==> src/sldf_pkg.sv <==
// Package for the sync-word, length-prefixed deframer.
// Holds widths, register indexes, command kinds and the queue entry type.
// No dependencies.
`timescale 1ns / 1ps

package sldf_pkg;

  localparam int HEADER_BYTES = 6;
  localparam int BYTE_W       = 8;
  localparam int LEN_W        = 16;
  localparam int LEN_LO_POS   = 3;
  localparam int LEN_HI_POS   = 4;
  localparam int FILL_W       = $clog2(HEADER_BYTES + 1);
  localparam int IDX_W        = $clog2(HEADER_BYTES);
  localparam int FIFO_DEPTH   = 2;
  localparam int FIFO_PTR_W   = $clog2(FIFO_DEPTH);
  localparam int FIFO_CNT_W   = $clog2(FIFO_DEPTH + 1);
  localparam int CFG_IDX_W    = 2;
  localparam int CFG_DATA_W   = 16;

  localparam logic [LEN_W-1:0]  PAYLOAD_LIMIT_RST = 16'd1024;
  localparam logic [BYTE_W-1:0] SYNC_FIRST_RST    = 8'hAA;
  localparam logic [BYTE_W-1:0] SYNC_SECOND_RST   = 8'h55;

  typedef enum logic [CFG_IDX_W-1:0] {
    REG_PAYLOAD_LIMIT = 2'd0,
    REG_SYNC_FIRST    = 2'd1,
    REG_SYNC_SECOND   = 2'd2
  } cfg_reg_e;

  typedef enum logic [1:0] {
    CMD_BYTE   = 2'd0,
    CMD_ABORT  = 2'd1,
    CMD_HEADER = 2'd2
  } cmd_kind_e;

  typedef logic [HEADER_BYTES-1:0][BYTE_W-1:0] window_t;

  typedef struct packed {
    cmd_kind_e kind;
    logic      last;
    window_t   hdr;
  } cmd_t;

endpackage

==> src/sldf_if.sv <==
// Channel interfaces of the deframer: configuration writes, input items, results.
// Depends on sldf_pkg for field widths.
`timescale 1ns / 1ps

interface sldf_cfg_if;
  logic                             valid;
  logic                             ready;
  logic [sldf_pkg::CFG_IDX_W-1:0]   index;
  logic [sldf_pkg::CFG_DATA_W-1:0]  data;

  modport source (output valid, index, data, input ready);
  modport sink   (input valid, index, data, output ready);
endinterface

interface sldf_in_if;
  logic                          valid;
  logic                          ready;
  logic                          mode;
  logic [sldf_pkg::BYTE_W-1:0]   rx_byte;

  modport source (output valid, mode, rx_byte, input ready);
  modport sink   (input valid, mode, rx_byte, output ready);
endinterface

interface sldf_out_if;
  logic                          valid;
  logic                          ready;
  logic [sldf_pkg::BYTE_W-1:0]   out_byte;
  logic                          first_of_frame;
  logic                          last_of_frame;
  logic                          aborted;

  modport source (output valid, out_byte, first_of_frame, last_of_frame, aborted,
                  input ready);
  modport sink   (input valid, out_byte, first_of_frame, last_of_frame, aborted,
                  output ready);
endinterface

==> src/sldf_front.sv <==
// Front end: configuration registers, header window and frame tracking.
// Classifies each input transaction into a command for the queue. Uses sldf_pkg.
`timescale 1ns / 1ps

module sldf_front (
  input  logic          clk_i,
  input  logic          rst_ni,
  sldf_cfg_if.sink      cfg_if,
  sldf_in_if.sink       in_if,
  output logic          push_valid_o,
  output sldf_pkg::cmd_t push_cmd_o,
  input  logic          push_ready_i
);
  import sldf_pkg::*;

  logic [LEN_W-1:0]  limit_q;
  logic [BYTE_W-1:0] sync_first_q, sync_second_q;
  window_t           win_q, win_d, win_shift;
  logic [FILL_W-1:0] fill_q, fill_d;
  logic              inp_q, inp_d;
  logic [LEN_W-1:0]  rem_q, rem_d;
  logic [LEN_W-1:0]  hdr_len;
  logic              accept;
  logic              hdr_ok;

  assign cfg_if.ready = 1'b1;
  assign in_if.ready  = push_ready_i;
  assign accept       = in_if.valid && push_ready_i;

  always_ff @(posedge clk_i or negedge rst_ni) begin
    if (!rst_ni) begin
      limit_q       <= PAYLOAD_LIMIT_RST;
      sync_first_q  <= SYNC_FIRST_RST;
      sync_second_q <= SYNC_SECOND_RST;
    end else if (cfg_if.valid) begin
      case (cfg_if.index)
        REG_PAYLOAD_LIMIT: limit_q       <= cfg_if.data;
        REG_SYNC_FIRST:    sync_first_q  <= cfg_if.data[BYTE_W-1:0];
        REG_SYNC_SECOND:   sync_second_q <= cfg_if.data[BYTE_W-1:0];
        default: ;
      endcase
    end
  end

  always_comb begin
    for (int i = 0; i < HEADER_BYTES - 1; i++) begin
      win_shift[i] = win_q[i+1];
    end
    win_shift[HEADER_BYTES-1] = in_if.rx_byte;
    hdr_len = {win_shift[LEN_HI_POS], win_shift[LEN_LO_POS]};
    hdr_ok  = (win_shift[0] == sync_first_q) && (win_shift[1] == sync_second_q) &&
              (hdr_len <= limit_q);
  end

  always_comb begin
    win_d           = win_q;
    fill_d          = fill_q;
    inp_d           = inp_q;
    rem_d           = rem_q;
    push_valid_o    = 1'b0;
    push_cmd_o.kind = CMD_BYTE;
    push_cmd_o.last = 1'b0;
    push_cmd_o.hdr  = win_shift;
    if (accept) begin
      if (in_if.mode) begin
        push_valid_o    = inp_q;
        push_cmd_o.kind = CMD_ABORT;
        push_cmd_o.last = 1'b1;
        fill_d          = '0;
        inp_d           = 1'b0;
        rem_d           = '0;
      end else if (inp_q) begin
        push_valid_o      = 1'b1;
        push_cmd_o.kind   = CMD_BYTE;
        push_cmd_o.last   = (rem_q <= LEN_W'(1));
        push_cmd_o.hdr[0] = in_if.rx_byte;
        rem_d             = rem_q - LEN_W'(rem_q != '0);
        inp_d             = (rem_d != '0);
      end else begin
        win_d = win_shift;
        if (fill_q == FILL_W'(HEADER_BYTES - 1)) begin
          if (hdr_ok) begin
            push_valid_o    = 1'b1;
            push_cmd_o.kind = CMD_HEADER;
            push_cmd_o.last = (hdr_len == '0);
            fill_d          = '0;
            rem_d           = hdr_len;
            inp_d           = (hdr_len != '0);
          end
        end else begin
          fill_d = fill_q + FILL_W'(1);
        end
      end
    end
  end

  always_ff @(posedge clk_i or negedge rst_ni) begin
    if (!rst_ni) begin
      fill_q <= '0;
      inp_q  <= 1'b0;
      rem_q  <= '0;
    end else begin
      fill_q <= fill_d;
      inp_q  <= inp_d;
      rem_q  <= rem_d;
    end
  end

  always_ff @(posedge clk_i) begin
    win_q <= win_d;
  end

`ifndef SYNTH
  assert property (@(posedge clk_i) disable iff (!rst_ni) inp_q == (rem_q != '0))
    else $error("Payload flag disagrees with the remaining byte count.");
  assert property (@(posedge clk_i) disable iff (!rst_ni) inp_q |-> fill_q == '0)
    else $error("Header window holds bytes while a payload is streaming.");
  assert property (@(posedge clk_i) disable iff (!rst_ni)
                   fill_q <= FILL_W'(HEADER_BYTES - 1))
    else $error("Header window fill exceeds one short of a header.");
`endif

endmodule

==> src/sldf_fifo.sv <==
// Two-entry command queue between the front and back ends.
// Uses sldf_pkg for the entry type and depth.
`timescale 1ns / 1ps

module sldf_fifo (
  input  logic           clk_i,
  input  logic           rst_ni,
  input  logic           push_i,
  input  sldf_pkg::cmd_t push_cmd_i,
  output logic           not_full_o,
  output logic           not_empty_o,
  output sldf_pkg::cmd_t head_o,
  input  logic           pop_i
);
  import sldf_pkg::*;

  cmd_t                  mem_q [FIFO_DEPTH];
  logic [FIFO_PTR_W-1:0] wr_q, rd_q;
  logic [FIFO_CNT_W-1:0] cnt_q, cnt_d;

  assign not_full_o  = (cnt_q != FIFO_CNT_W'(FIFO_DEPTH));
  assign not_empty_o = (cnt_q != '0);
  assign head_o      = mem_q[rd_q];

  always_comb begin
    cnt_d = cnt_q + FIFO_CNT_W'(push_i) - FIFO_CNT_W'(pop_i);
  end

  always_ff @(posedge clk_i or negedge rst_ni) begin
    if (!rst_ni) begin
      wr_q  <= '0;
      rd_q  <= '0;
      cnt_q <= '0;
    end else begin
      if (push_i) begin
        wr_q <= wr_q + FIFO_PTR_W'(1);
      end
      if (pop_i) begin
        rd_q <= rd_q + FIFO_PTR_W'(1);
      end
      cnt_q <= cnt_d;
    end
  end

  always_ff @(posedge clk_i) begin
    if (push_i) begin
      mem_q[wr_q] <= push_cmd_i;
    end
  end

`ifndef SYNTH
  assert property (@(posedge clk_i) disable iff (!rst_ni) push_i |-> not_full_o)
    else $error("Command pushed into a full queue.");
  assert property (@(posedge clk_i) disable iff (!rst_ni) pop_i |-> not_empty_o)
    else $error("Command popped from an empty queue.");
`endif

endmodule

==> src/sldf_back.sv <==
// Back end: expands queued commands into result transactions through an output register.
// Headers are sent one byte a cycle while the output is ready. Uses sldf_pkg.
`timescale 1ns / 1ps

module sldf_back (
  input  logic           clk_i,
  input  logic           rst_ni,
  input  logic           cmd_valid_i,
  input  sldf_pkg::cmd_t cmd_i,
  output logic           pop_o,
  sldf_out_if.source     out_if
);
  import sldf_pkg::*;

  logic              out_valid_q, out_valid_d;
  logic [BYTE_W-1:0] byte_q, byte_d;
  logic              first_q, first_d, last_q, last_d, abort_q, abort_d;
  logic [IDX_W-1:0]  idx_q, idx_d;
  logic              load;
  logic              idx_end;

  assign load    = !out_valid_q || out_if.ready;
  assign idx_end = (idx_q == IDX_W'(HEADER_BYTES - 1));

  always_comb begin
    out_valid_d = out_valid_q;
    byte_d      = byte_q;
    first_d     = first_q;
    last_d      = last_q;
    abort_d     = abort_q;
    idx_d       = idx_q;
    pop_o       = 1'b0;
    if (load) begin
      out_valid_d = cmd_valid_i;
      if (cmd_valid_i) begin
        case (cmd_i.kind)
          CMD_BYTE: begin
            byte_d  = cmd_i.hdr[0];
            first_d = 1'b0;
            last_d  = cmd_i.last;
            abort_d = 1'b0;
            pop_o   = 1'b1;
          end
          CMD_ABORT: begin
            byte_d  = '0;
            first_d = 1'b0;
            last_d  = 1'b1;
            abort_d = 1'b1;
            pop_o   = 1'b1;
          end
          CMD_HEADER: begin
            byte_d  = cmd_i.hdr[idx_q];
            first_d = (idx_q == '0);
            last_d  = cmd_i.last && idx_end;
            abort_d = 1'b0;
            pop_o   = idx_end;
            idx_d   = idx_end ? '0 : idx_q + IDX_W'(1);
          end
          default: begin
            out_valid_d = 1'b0;
            pop_o       = 1'b1;
          end
        endcase
      end
    end
  end

  always_ff @(posedge clk_i or negedge rst_ni) begin
    if (!rst_ni) begin
      out_valid_q <= 1'b0;
      idx_q       <= '0;
    end else begin
      out_valid_q <= out_valid_d;
      idx_q       <= idx_d;
    end
  end

  always_ff @(posedge clk_i) begin
    byte_q  <= byte_d;
    first_q <= first_d;
    last_q  <= last_d;
    abort_q <= abort_d;
  end

  assign out_if.valid          = out_valid_q;
  assign out_if.out_byte       = byte_q;
  assign out_if.first_of_frame = first_q;
  assign out_if.last_of_frame  = last_q;
  assign out_if.aborted        = abort_q;

`ifndef SYNTH
  assert property (@(posedge clk_i) disable iff (!rst_ni)
                   idx_q != '0 |-> cmd_valid_i && cmd_i.kind == CMD_HEADER)
    else $error("Header expansion in progress without a header at the queue head.");
`endif

endmodule

==> src/sync_length_frame_deframer_core.sv <==
// Sync-word, length-prefixed deframer: front end, two-entry command queue, back end.
// Path: an accepted transaction is queued, then moved into the output register.
// Throughput: one input byte per cycle while payload streams and the queue has room; a
// matched header passes through the output register one header byte at a time.
// Reset: rst_ni clears control state asynchronously and restores register defaults.
`timescale 1ns / 1ps

module sync_length_frame_deframer_core (
  input  logic       clk_i,
  input  logic       rst_ni,
  sldf_cfg_if.sink   cfg_if,
  sldf_in_if.sink    in_if,
  sldf_out_if.source out_if
);
  import sldf_pkg::*;

  logic push_valid, push_ready, not_empty, pop;
  cmd_t push_cmd, head_cmd;

  sldf_front u_front (
    .clk_i        (clk_i),
    .rst_ni       (rst_ni),
    .cfg_if       (cfg_if),
    .in_if        (in_if),
    .push_valid_o (push_valid),
    .push_cmd_o   (push_cmd),
    .push_ready_i (push_ready)
  );

  sldf_fifo u_fifo (
    .clk_i       (clk_i),
    .rst_ni      (rst_ni),
    .push_i      (push_valid),
    .push_cmd_i  (push_cmd),
    .not_full_o  (push_ready),
    .not_empty_o (not_empty),
    .head_o      (head_cmd),
    .pop_i       (pop)
  );

  sldf_back u_back (
    .clk_i       (clk_i),
    .rst_ni      (rst_ni),
    .cmd_valid_i (not_empty),
    .cmd_i       (head_cmd),
    .pop_o       (pop),
    .out_if      (out_if)
  );

endmodule
==> src/flat_wrapper.sv <==
// flat-port wrapper written by rule: the top's interface ports become plain ports
module sync_length_frame_deframer_core_flat import sldf_pkg::*;
  (clk_i, rst_ni, cfg_if_valid, cfg_if_index, cfg_if_data, cfg_if_ready, in_if_valid, in_if_mode, in_if_rx_byte, in_if_ready, out_if_valid, out_if_out_byte, out_if_first_of_frame, out_if_last_of_frame, out_if_aborted, out_if_ready);
  sldf_cfg_if cfg_if_i ();
  sldf_in_if in_if_i ();
  sldf_out_if out_if_i ();
  input  logic clk_i;
  input  logic rst_ni;
  input wire logic [$bits(cfg_if_i.valid)-1:0] cfg_if_valid;
  input wire logic [$bits(cfg_if_i.index)-1:0] cfg_if_index;
  input wire logic [$bits(cfg_if_i.data)-1:0] cfg_if_data;
  output wire logic [$bits(cfg_if_i.ready)-1:0] cfg_if_ready;
  input wire logic [$bits(in_if_i.valid)-1:0] in_if_valid;
  input wire logic [$bits(in_if_i.mode)-1:0] in_if_mode;
  input wire logic [$bits(in_if_i.rx_byte)-1:0] in_if_rx_byte;
  output wire logic [$bits(in_if_i.ready)-1:0] in_if_ready;
  output wire logic [$bits(out_if_i.valid)-1:0] out_if_valid;
  output wire logic [$bits(out_if_i.out_byte)-1:0] out_if_out_byte;
  output wire logic [$bits(out_if_i.first_of_frame)-1:0] out_if_first_of_frame;
  output wire logic [$bits(out_if_i.last_of_frame)-1:0] out_if_last_of_frame;
  output wire logic [$bits(out_if_i.aborted)-1:0] out_if_aborted;
  input wire logic [$bits(out_if_i.ready)-1:0] out_if_ready;
  assign cfg_if_i.valid = cfg_if_valid;
  assign cfg_if_i.index = cfg_if_index;
  assign cfg_if_i.data = cfg_if_data;
  assign cfg_if_ready = cfg_if_i.ready;
  assign in_if_i.valid = in_if_valid;
  assign in_if_i.mode = in_if_mode;
  assign in_if_i.rx_byte = in_if_rx_byte;
  assign in_if_ready = in_if_i.ready;
  assign out_if_valid = out_if_i.valid;
  assign out_if_out_byte = out_if_i.out_byte;
  assign out_if_first_of_frame = out_if_i.first_of_frame;
  assign out_if_last_of_frame = out_if_i.last_of_frame;
  assign out_if_aborted = out_if_i.aborted;
  assign out_if_i.ready = out_if_ready;
  sync_length_frame_deframer_core u_core (.clk_i(clk_i), .rst_ni(rst_ni), .cfg_if(cfg_if_i), .in_if(in_if_i), .out_if(out_if_i));
endmodule
==> config.mk <==
export PLATFORM = sky130hd
export DESIGN_NAME = sync_length_frame_deframer_core_flat
export DESIGN_NICKNAME = d
export VERILOG_FILES = /design/src/sldf_pkg.sv /design/src/sldf_if.sv /design/src/sldf_front.sv /design/src/sldf_fifo.sv /design/src/sldf_back.sv /design/src/sync_length_frame_deframer_core.sv /design/src/flat_wrapper.sv
export SDC_FILE = /design/constraint.sdc
export NUM_CORES = 1
export LEC_CHECK = 0
export ABC_AREA = 1
export BUFFER_PORTS_ARGS = -buffer_cell sky130_fd_sc_hd__buf_2
export CORE_UTILIZATION = 50
export DETAILED_ROUTE_END_ITERATION = 8
export PLACE_DENSITY = 0.67
export SLEW_MARGIN = 10
export SYNTH_ARGS = -nofsm -noshare
export SYNTH_HDL_FRONTEND = slang
export SYNTH_HIERARCHICAL = 1
export SYNTH_SLANG_ARGS = --single-unit
==> constraint.sdc <==
create_clock -name clk_i -period 6.4 [get_ports clk_i]
set_clock_uncertainty 0.05 [all_clocks]
set_input_delay 0.32 -clock clk_i [delete_from_list [all_inputs] [get_ports clk_i]]
set_output_delay 0.32 -clock clk_i [all_outputs]
set_load 0.02 [all_outputs]
=== Word-level counts from Yosys, hierarchy flattened ===
Memory sizes are Yosys's and may differ from the RTL's.
Cells that the tools add are included.

* Bits in registers: 111
* Memory bits (writable): 102
* Input port bits: 32
* Output and inout port bits: 14
* Memories kept: 1

{| class="wikitable"
|+ Memories
! name !! depth !! bits a word !! read ports !! clocked after Yosys merged registers in !! write ports !! RTL line !! RTL
|-
| u_core.u_fifo.mem_q || 2 || 51 || 1 || 0 || 1 || sldf_fifo.sv:17 || <nowiki>cmd_t mem_q [FIFO_DEPTH];</nowiki>
|}

* Add/subtract/negate cells: 7
* Magnitude comparators: 3
* Eq/ne operators: 11
* Muxes and demuxes: 39
* Bitwise gates (word level): 2
* Reduce and logical (&&, ||, !) cells: 32

{| class="wikitable"
|+ Operators with widths
! cell !! number
|-
| $mux W16 || 4
|-
| $reduce_bool A16 Y1 || 3
|-
| $mux W8 || 4
|-
| $mux W3 || 10
|-
| $bmux W8 S3 || 1
|-
| $pmux W8 S3 || 1
|-
| $reduce_and A3 Y1 || 7
|-
| $eq A8 B8 Y1 || 2
|-
| $le A16 B1 Y1 const B || 1
|-
| $le A16 B16 Y1 || 1
|-
| $logic_not A16 Y1 || 1
|-
| $mux W1 || 16
|-
| $sub A16 B1 Y16 || 1
|-
| $reduce_bool A3 Y1 || 3
|-
| $add A3 B1 Y3 const B || 2
|-
| $eq A3 B3 Y1 const B || 2
|-
| $reduce_and A2 Y1 || 3
|-
| $reduce_bool A2 Y1 || 3
|-
| $eq A2 B1 Y1 const B || 2
|-
| $eq A2 B2 Y1 const B || 2
|-
| $logic_and A1 B1 Y1 || 4
|-
| $logic_not A2 Y1 || 2
|-
| $lt A3 B4 Y1 const B || 1
|-
| $ne A2 B2 Y1 const B || 2
|-
| 12 further kinds || 16
|}

=== Depth between registers and ports, before layout ===
* Depth after elaboration: 10
* Gate-level depth with buffers: 21

=== Cells and area by module ===
The synthesis kept the hierarchy.

{| class="wikitable"
|+ Modules (own cells, without submodules)
! module !! times used !! cells an instance !! area each (um^2) !! seq. area each (um^2)
|-
| sldf_front || 1 || 576 || 5,022.3 || 2,513.7
|-
| sldf_fifo || 1 || 291 || 4,011.3 || 3,163.0
|-
| sldf_back || 1 || 167 || 1,253.7 || 430.4
|}

=== Least setup slack after synthesis ===
Ideal clock, no wire load.

* Path type: register to register
* From: register u_core.u_front.limit_q[10]
* To: memory u_core/u_fifo/mem_q[0][0] (netlist name), enable pin
* Data arrival time: 4.057 ns
* Data required time: 5.890 ns
* Setup slack: 1.832 ns
* Stages on the path, launching flop included: 14
* Buffers on the path: 1
* Clock period less this slack: 4.568 ns
* Cell sequence: dfstp_2 > inv_1 > ha_1 > nand4_1 > nor3_1 > nand3_1 > nand2_1 > nand3_2 > nand2_4 > nand2_4 > buf_6 > a21oi_2 > inv_1 > nor2_1

* Word-level cells in the longest chain between the ends: 9

{| class="wikitable"
|+ RTL lines
! what !! RTL line !! RTL
|-
| start, declared || sldf_front.sv:16 || <nowiki>logic [LEN_W-1:0] limit_q;</nowiki>
|-
| start signal, assigned || sldf_front.sv:37 || <nowiki>REG_PAYLOAD_LIMIT: limit_q <= cfg_if.data;</nowiki>
|-
| $le A16 B16 Y1 || sldf_front.sv:52 || <nowiki>(hdr_len <= limit_q);</nowiki>
|-
| $logic_and A1 B1 Y1 || sldf_front.sv:51 || <nowiki>hdr_ok = (win_shift[0] == sync_first_q) && (win_shift[1] == sync_second_q) &&</nowiki>
|-
| $mux W1 || sldf_front.sv:82 || <nowiki>if (hdr_ok) begin</nowiki>
|-
| $mux W1 || sldf_front.sv:81 || <nowiki>if (fill_q == FILL_W'(HEADER_BYTES - 1)) begin</nowiki>
|-
| $mux W1 || sldf_front.sv:72 || <nowiki>end else if (inp_q) begin</nowiki>
|-
| $mux W1 || sldf_front.sv:65 || <nowiki>if (in_if.mode) begin</nowiki>
|-
| $mux W1 || sldf_front.sv:64 || <nowiki>if (accept) begin</nowiki>
|-
| named net u_core.push_valid || sync_length_frame_deframer_core.sv:17 || <nowiki>logic push_valid, push_ready, not_empty, pop;</nowiki>
|-
| $mux W1 || sldf_fifo.sv:46 || <nowiki>if (push_i) begin</nowiki>
|-
| $mux W1 (implied by the code) || sldf_fifo.sv:47 || <nowiki>mem_q[wr_q] <= push_cmd_i;</nowiki>
|-
| end, declared || sldf_fifo.sv:17 ||
|}

The timed path passes the listed nets, and every way through them passes these cells.

=== Final worst setup path ===
* From: register u_core.u_front.win_q (netlist bit u_core/u_front/push_cmd_o[39])
* To: memory u_core/u_fifo/mem_q[0][17] (netlist name), enable pin

* Word-level cells in the longest chain between the ends: 9

{| class="wikitable"
|+ RTL lines
! what !! RTL line !! RTL
|-
| start, declared || sldf_front.sv:18 || <nowiki>window_t win_q, win_d, win_shift;</nowiki>
|-
| start signal, assigned || sldf_front.sv:110 || <nowiki>win_q <= win_d;</nowiki>
|-
| $le A16 B16 Y1 || sldf_front.sv:52 ||
|-
| $logic_and A1 B1 Y1 || sldf_front.sv:51 ||
|-
| $mux W1 || sldf_front.sv:82 ||
|-
| $mux W1 || sldf_front.sv:81 ||
|-
| $mux W1 || sldf_front.sv:72 ||
|-
| $mux W1 || sldf_front.sv:65 ||
|-
| $mux W1 || sldf_front.sv:64 ||
|-
| named net u_core.push_valid || sync_length_frame_deframer_core.sv:17 ||
|-
| $mux W1 || sldf_fifo.sv:46 ||
|-
| $mux W1 (implied by the code) || sldf_fifo.sv:47 ||
|}

The timed path passes the listed nets, and every way through them passes these cells.

==> metrics.txt <==
status=finished, final reports clean; CTS root buffer=clkbuf_16; Peak supply drop=roughly 230 uV; vias per inst=5.043; Std-Cell Core Area=20230 sq um; Post-synth EDFFs=about 150; final hold violation count=0; sinks on the clock net=213; # rows=52; met1 Usage GRT=30.91%; Total Wirelength=about 22 mm; Clock Latency Late Sink=approximately 0.5 ns; Final Max Slew Viols=0; Buf+Inv Stages, Crit Path=2; final critical-path setup slack=between 2 and 3 ns; grt total ovfl=0; sequential area share after synthesis=59.37%; first-pass GRT wire length=approximately 35 mm; Initial Utilization=between 50 and 60%; Antenna Nets Post-Route=0; Crit Path Max Fanout=26; number of buffers created by CTS=24; DR iter-0 viols=522; most frequent cells in the layout=nand2_1 (254), edfxtp_1 (153), inv_1 (135), o21ai_0 (90), nand3_1 (74); TNS Setup=0 ns; number of port buffers=44; die area=between 20000 and 25000 sq um; flops & latches, synth=213; worst endpoint required time=about 6.5 ns; Final nets=between 1000 and 1500; pin count of the biggest net entering global routing=between 60 and 70; GP Congestion=around 0.92; critical path class=register to register; fraction of synthesis flops using an asynchronous set or reset pin=~28%; PD cells=slightly above 400 nW/um^2; Worst EP arrival=between 3 and 4 ns; count of final setup violators=0; Vias=slightly below 7000; Most Used Layer, Global Route=met2; Place WS=about 2.6 ns; synth warn=6; # diodes=0; Syn Std Cell Area=between 10000 and 15000 sq um; met2 Usage GRT=32.79%; crit-path cells=ha_1 -> nand2_1 -> nor3_1 -> nand3_1 -> nand2_1 -> nand3_2 -> nand2_4 -> nand2_4 -> a21oi_2 -> inv_1 -> nor2_4 -> buf_4; clock-pin transition on the worst setup and hold timing paths=~0.060 ns; CP peak stage delay=approximately 0.62 ns; Worst Setup Start Kind=register; Top delay family on crit path=simple AND/OR/NAND/NOR gates; vias in the first global route=about 6300; Fmax=0.2646 GHz; worst slew pin tran=between 1 and 1.5 ns; Final HPWL DP=15.16 mm; Max Cap Viol=0; GRT Util Overall=a little over a fifth; Syn Nets=1090; post_cts resized=0; share of cells above drive strength 1=about an eighth; Filler cells=about 1800; CTS tree=built; Crit. End Element=register; DR DRC count=0; Avg Inst Size Synth=a little under 10 sq um; Synth Instances=approximately 1000; RSZ-0062 raised after global routing=no; Chip Height=between 100 and 150 microns; Leak Pwr=roughly 5 nW; Area Growth Syn to Fin=9.438%; Final Critical Period=around 3.8 ns; most common cell after layout, fill and taps aside=nand2_1; deepest clock path buffer count=3; Cells after DPL=approximately 1300; per-cell routed wire length=~16 microns; I/O Pins=46; DRT Pass-1 Iters=5; met3 GRT Util=under 10%; primary flip-flop cell chosen by synthesis mapping=edfxtp_1; initial antenna violation count=0; Yosys cell types=41; Worst path slowest cell=nor2_4; CTS H-tree depth=1; die width=between 100 and 150 microns; Hold Crit Class=input port to register; fin cells=1335; fin crit share=about three fifths; normalized max-slew margin=between 20% and 30%
-- kinds of logic after synthesis --
family / share of synthesized area [%]
buffers and inverters: 10.61
xor gates and xnor gates: 1.788
DFF: 59.37
and+or+nand+nor: 17.95
other: 0.03645
muxes: 0.7663
adders and majority gates: 2.919
AOI/OAI and AO/OA: 6.568
-- report_power, final --
part | switching (mW) | internal, mW | total, mW
logic | 0.844 | 0.395 | 1.24
registers | 0.203 | 1.74 | 1.94
clock network | 0.536 | 0.873 | 1.41
-- synth_stat cells, types with 6 or more instances --
master / instances / area (sq um)
o21ai_1: 6 / 30.03
xnor2_1: 6 / 52.55
dfstp_2: 9 / 236.5
edfxtp_1: 153 / 4594
buf_4: 43 / 322.8
inv_1: 136 / 510.5
nand2_1: 254 / 953.4
xor2_1: 15 / 131.4
buf_6: 12 / 135.1
nor2_1: 63 / 236.5
nand3_1: 74 / 370.4
mux2_2: 7 / 78.83
ha_1: 24 / 300.3
nor2_2: 6 / 37.54
a21oi_1: 21 / 105.1
o21ai_0: 90 / 450.4
clkbuf_1: 11 / 41.29
dfrtp_1: 51 / 1276
nand3_2: 8 / 80.08
-- flip-flops by register name, indices dropped and copies added (netlist names) --
name	flops
u_core/u_back/out_if.valid	1
u_core/u_back/out_if.out_byte	8
u_core/u_front/limit_q	16
u_core/u_front/win_q	8
u_core/u_front/rem_q	16
u_core/u_back/out_if.last_of_frame	1
u_core/u_front/push_cmd_o	32
u_core/u_front/fill_q	3
u_core/u_back/out_if.aborted	1
u_core/u_fifo/wr_q	1
u_core/u_back/idx_q	3
u_core/u_fifo/mem_q	102
u_core/u_back/out_if.first_of_frame	1
u_core/u_fifo/rd_q	1
u_core/u_front/inp_q	1
u_core/u_front/sync_first_q	8
u_core/u_fifo/cnt_q	2
u_core/u_front/sync_second_q	8
-- what timing repair did --
| action | 4_1_cts | 5_1_grt |
|---|---|---|
| endpoints found under the setup margin | 0 | 0 |
| hold buffers | 10 | 0 |
| setup buffers | 0 | 0 |
| endpoints found under the hold margin | 62 | 0 |
-- area by class of cell --
type | instances | area, sq um | area share, %
flip-flops and latches | 213 | 6108 | 54.26
multi-input cells | 610 | 3104 | 27.57
clock buffers | 28 | 636.9 | 5.657
inverters | 139 | 526.8 | 4.679
repair buffers | 59 | 357.8 | 3.178
well taps | 270 | 337.8 | 3.001
clock inverters | 16 | 186.4 | 1.656
-- layer usage --
metal | up-vias | share of wire [%]
met4 | 0 | 2.6
met2 | 180 | 45
met1 | 3142 | 48
met3 | 34 | 4.8
li1 | 3376 | -
met5 | - | 0
-- path summary, 6_finish.rpt --
| kind | startpoint | to | slack [ns] | cells after the start |
|---|---|---|---|---|
| min | cfg_if_data[1] | u_core/u_front/sync_first_q[1]$_DFFE_PN1P_ | 0.02 | 3 |
| min reg2reg | u_core/u_front/limit_q[7]$_DFFE_PN0P_ | u_core/u_front/limit_q[7]$_DFFE_PN0P_ | 0.44 | 2 |
| max | u_core/u_front/push_cmd_o[39]$_DFFE_PP_ | u_core/u_fifo/mem_q[0][17]$_DFFE_PP_ | 2.62 | 12 |
| max in group asynchronous | rst_ni | u_core/u_front/sync_first_q[2]$_DFFE_PN0P_ | 5.29 | 3 |
| min in group asynchronous | rst_ni | u_core/u_back/out_if.valid$_DFFE_PN0P_ | 0.44 | 3 |
| max reg2reg | u_core/u_front/push_cmd_o[39]$_DFFE_PP_ | u_core/u_fifo/mem_q[0][17]$_DFFE_PP_ | 2.62 | 12 |
-- through the flow --
stage	util, %	power, mW	hold slack (ns)	area [sq um]
4_1_cts	55.64	4.622	0.002355	11260
6_report	55.64	4.591	0.02284	11260
3_3_place_gp	51.08	3.186	0.4141	10330
5_1_grt	55.64	4.870	0.01637	11260
3_5_place_dp	51.08	3.200	0.4292	10330
2_1_floorplan	-	2.952	-0.02559	10290
-- worst min-delay path, cell delays in order --
cell and delay [ns]:
buf_2 0.09, inv_1 0.07, o21ai_0 0.09
(Power assumes the default switching activity.)
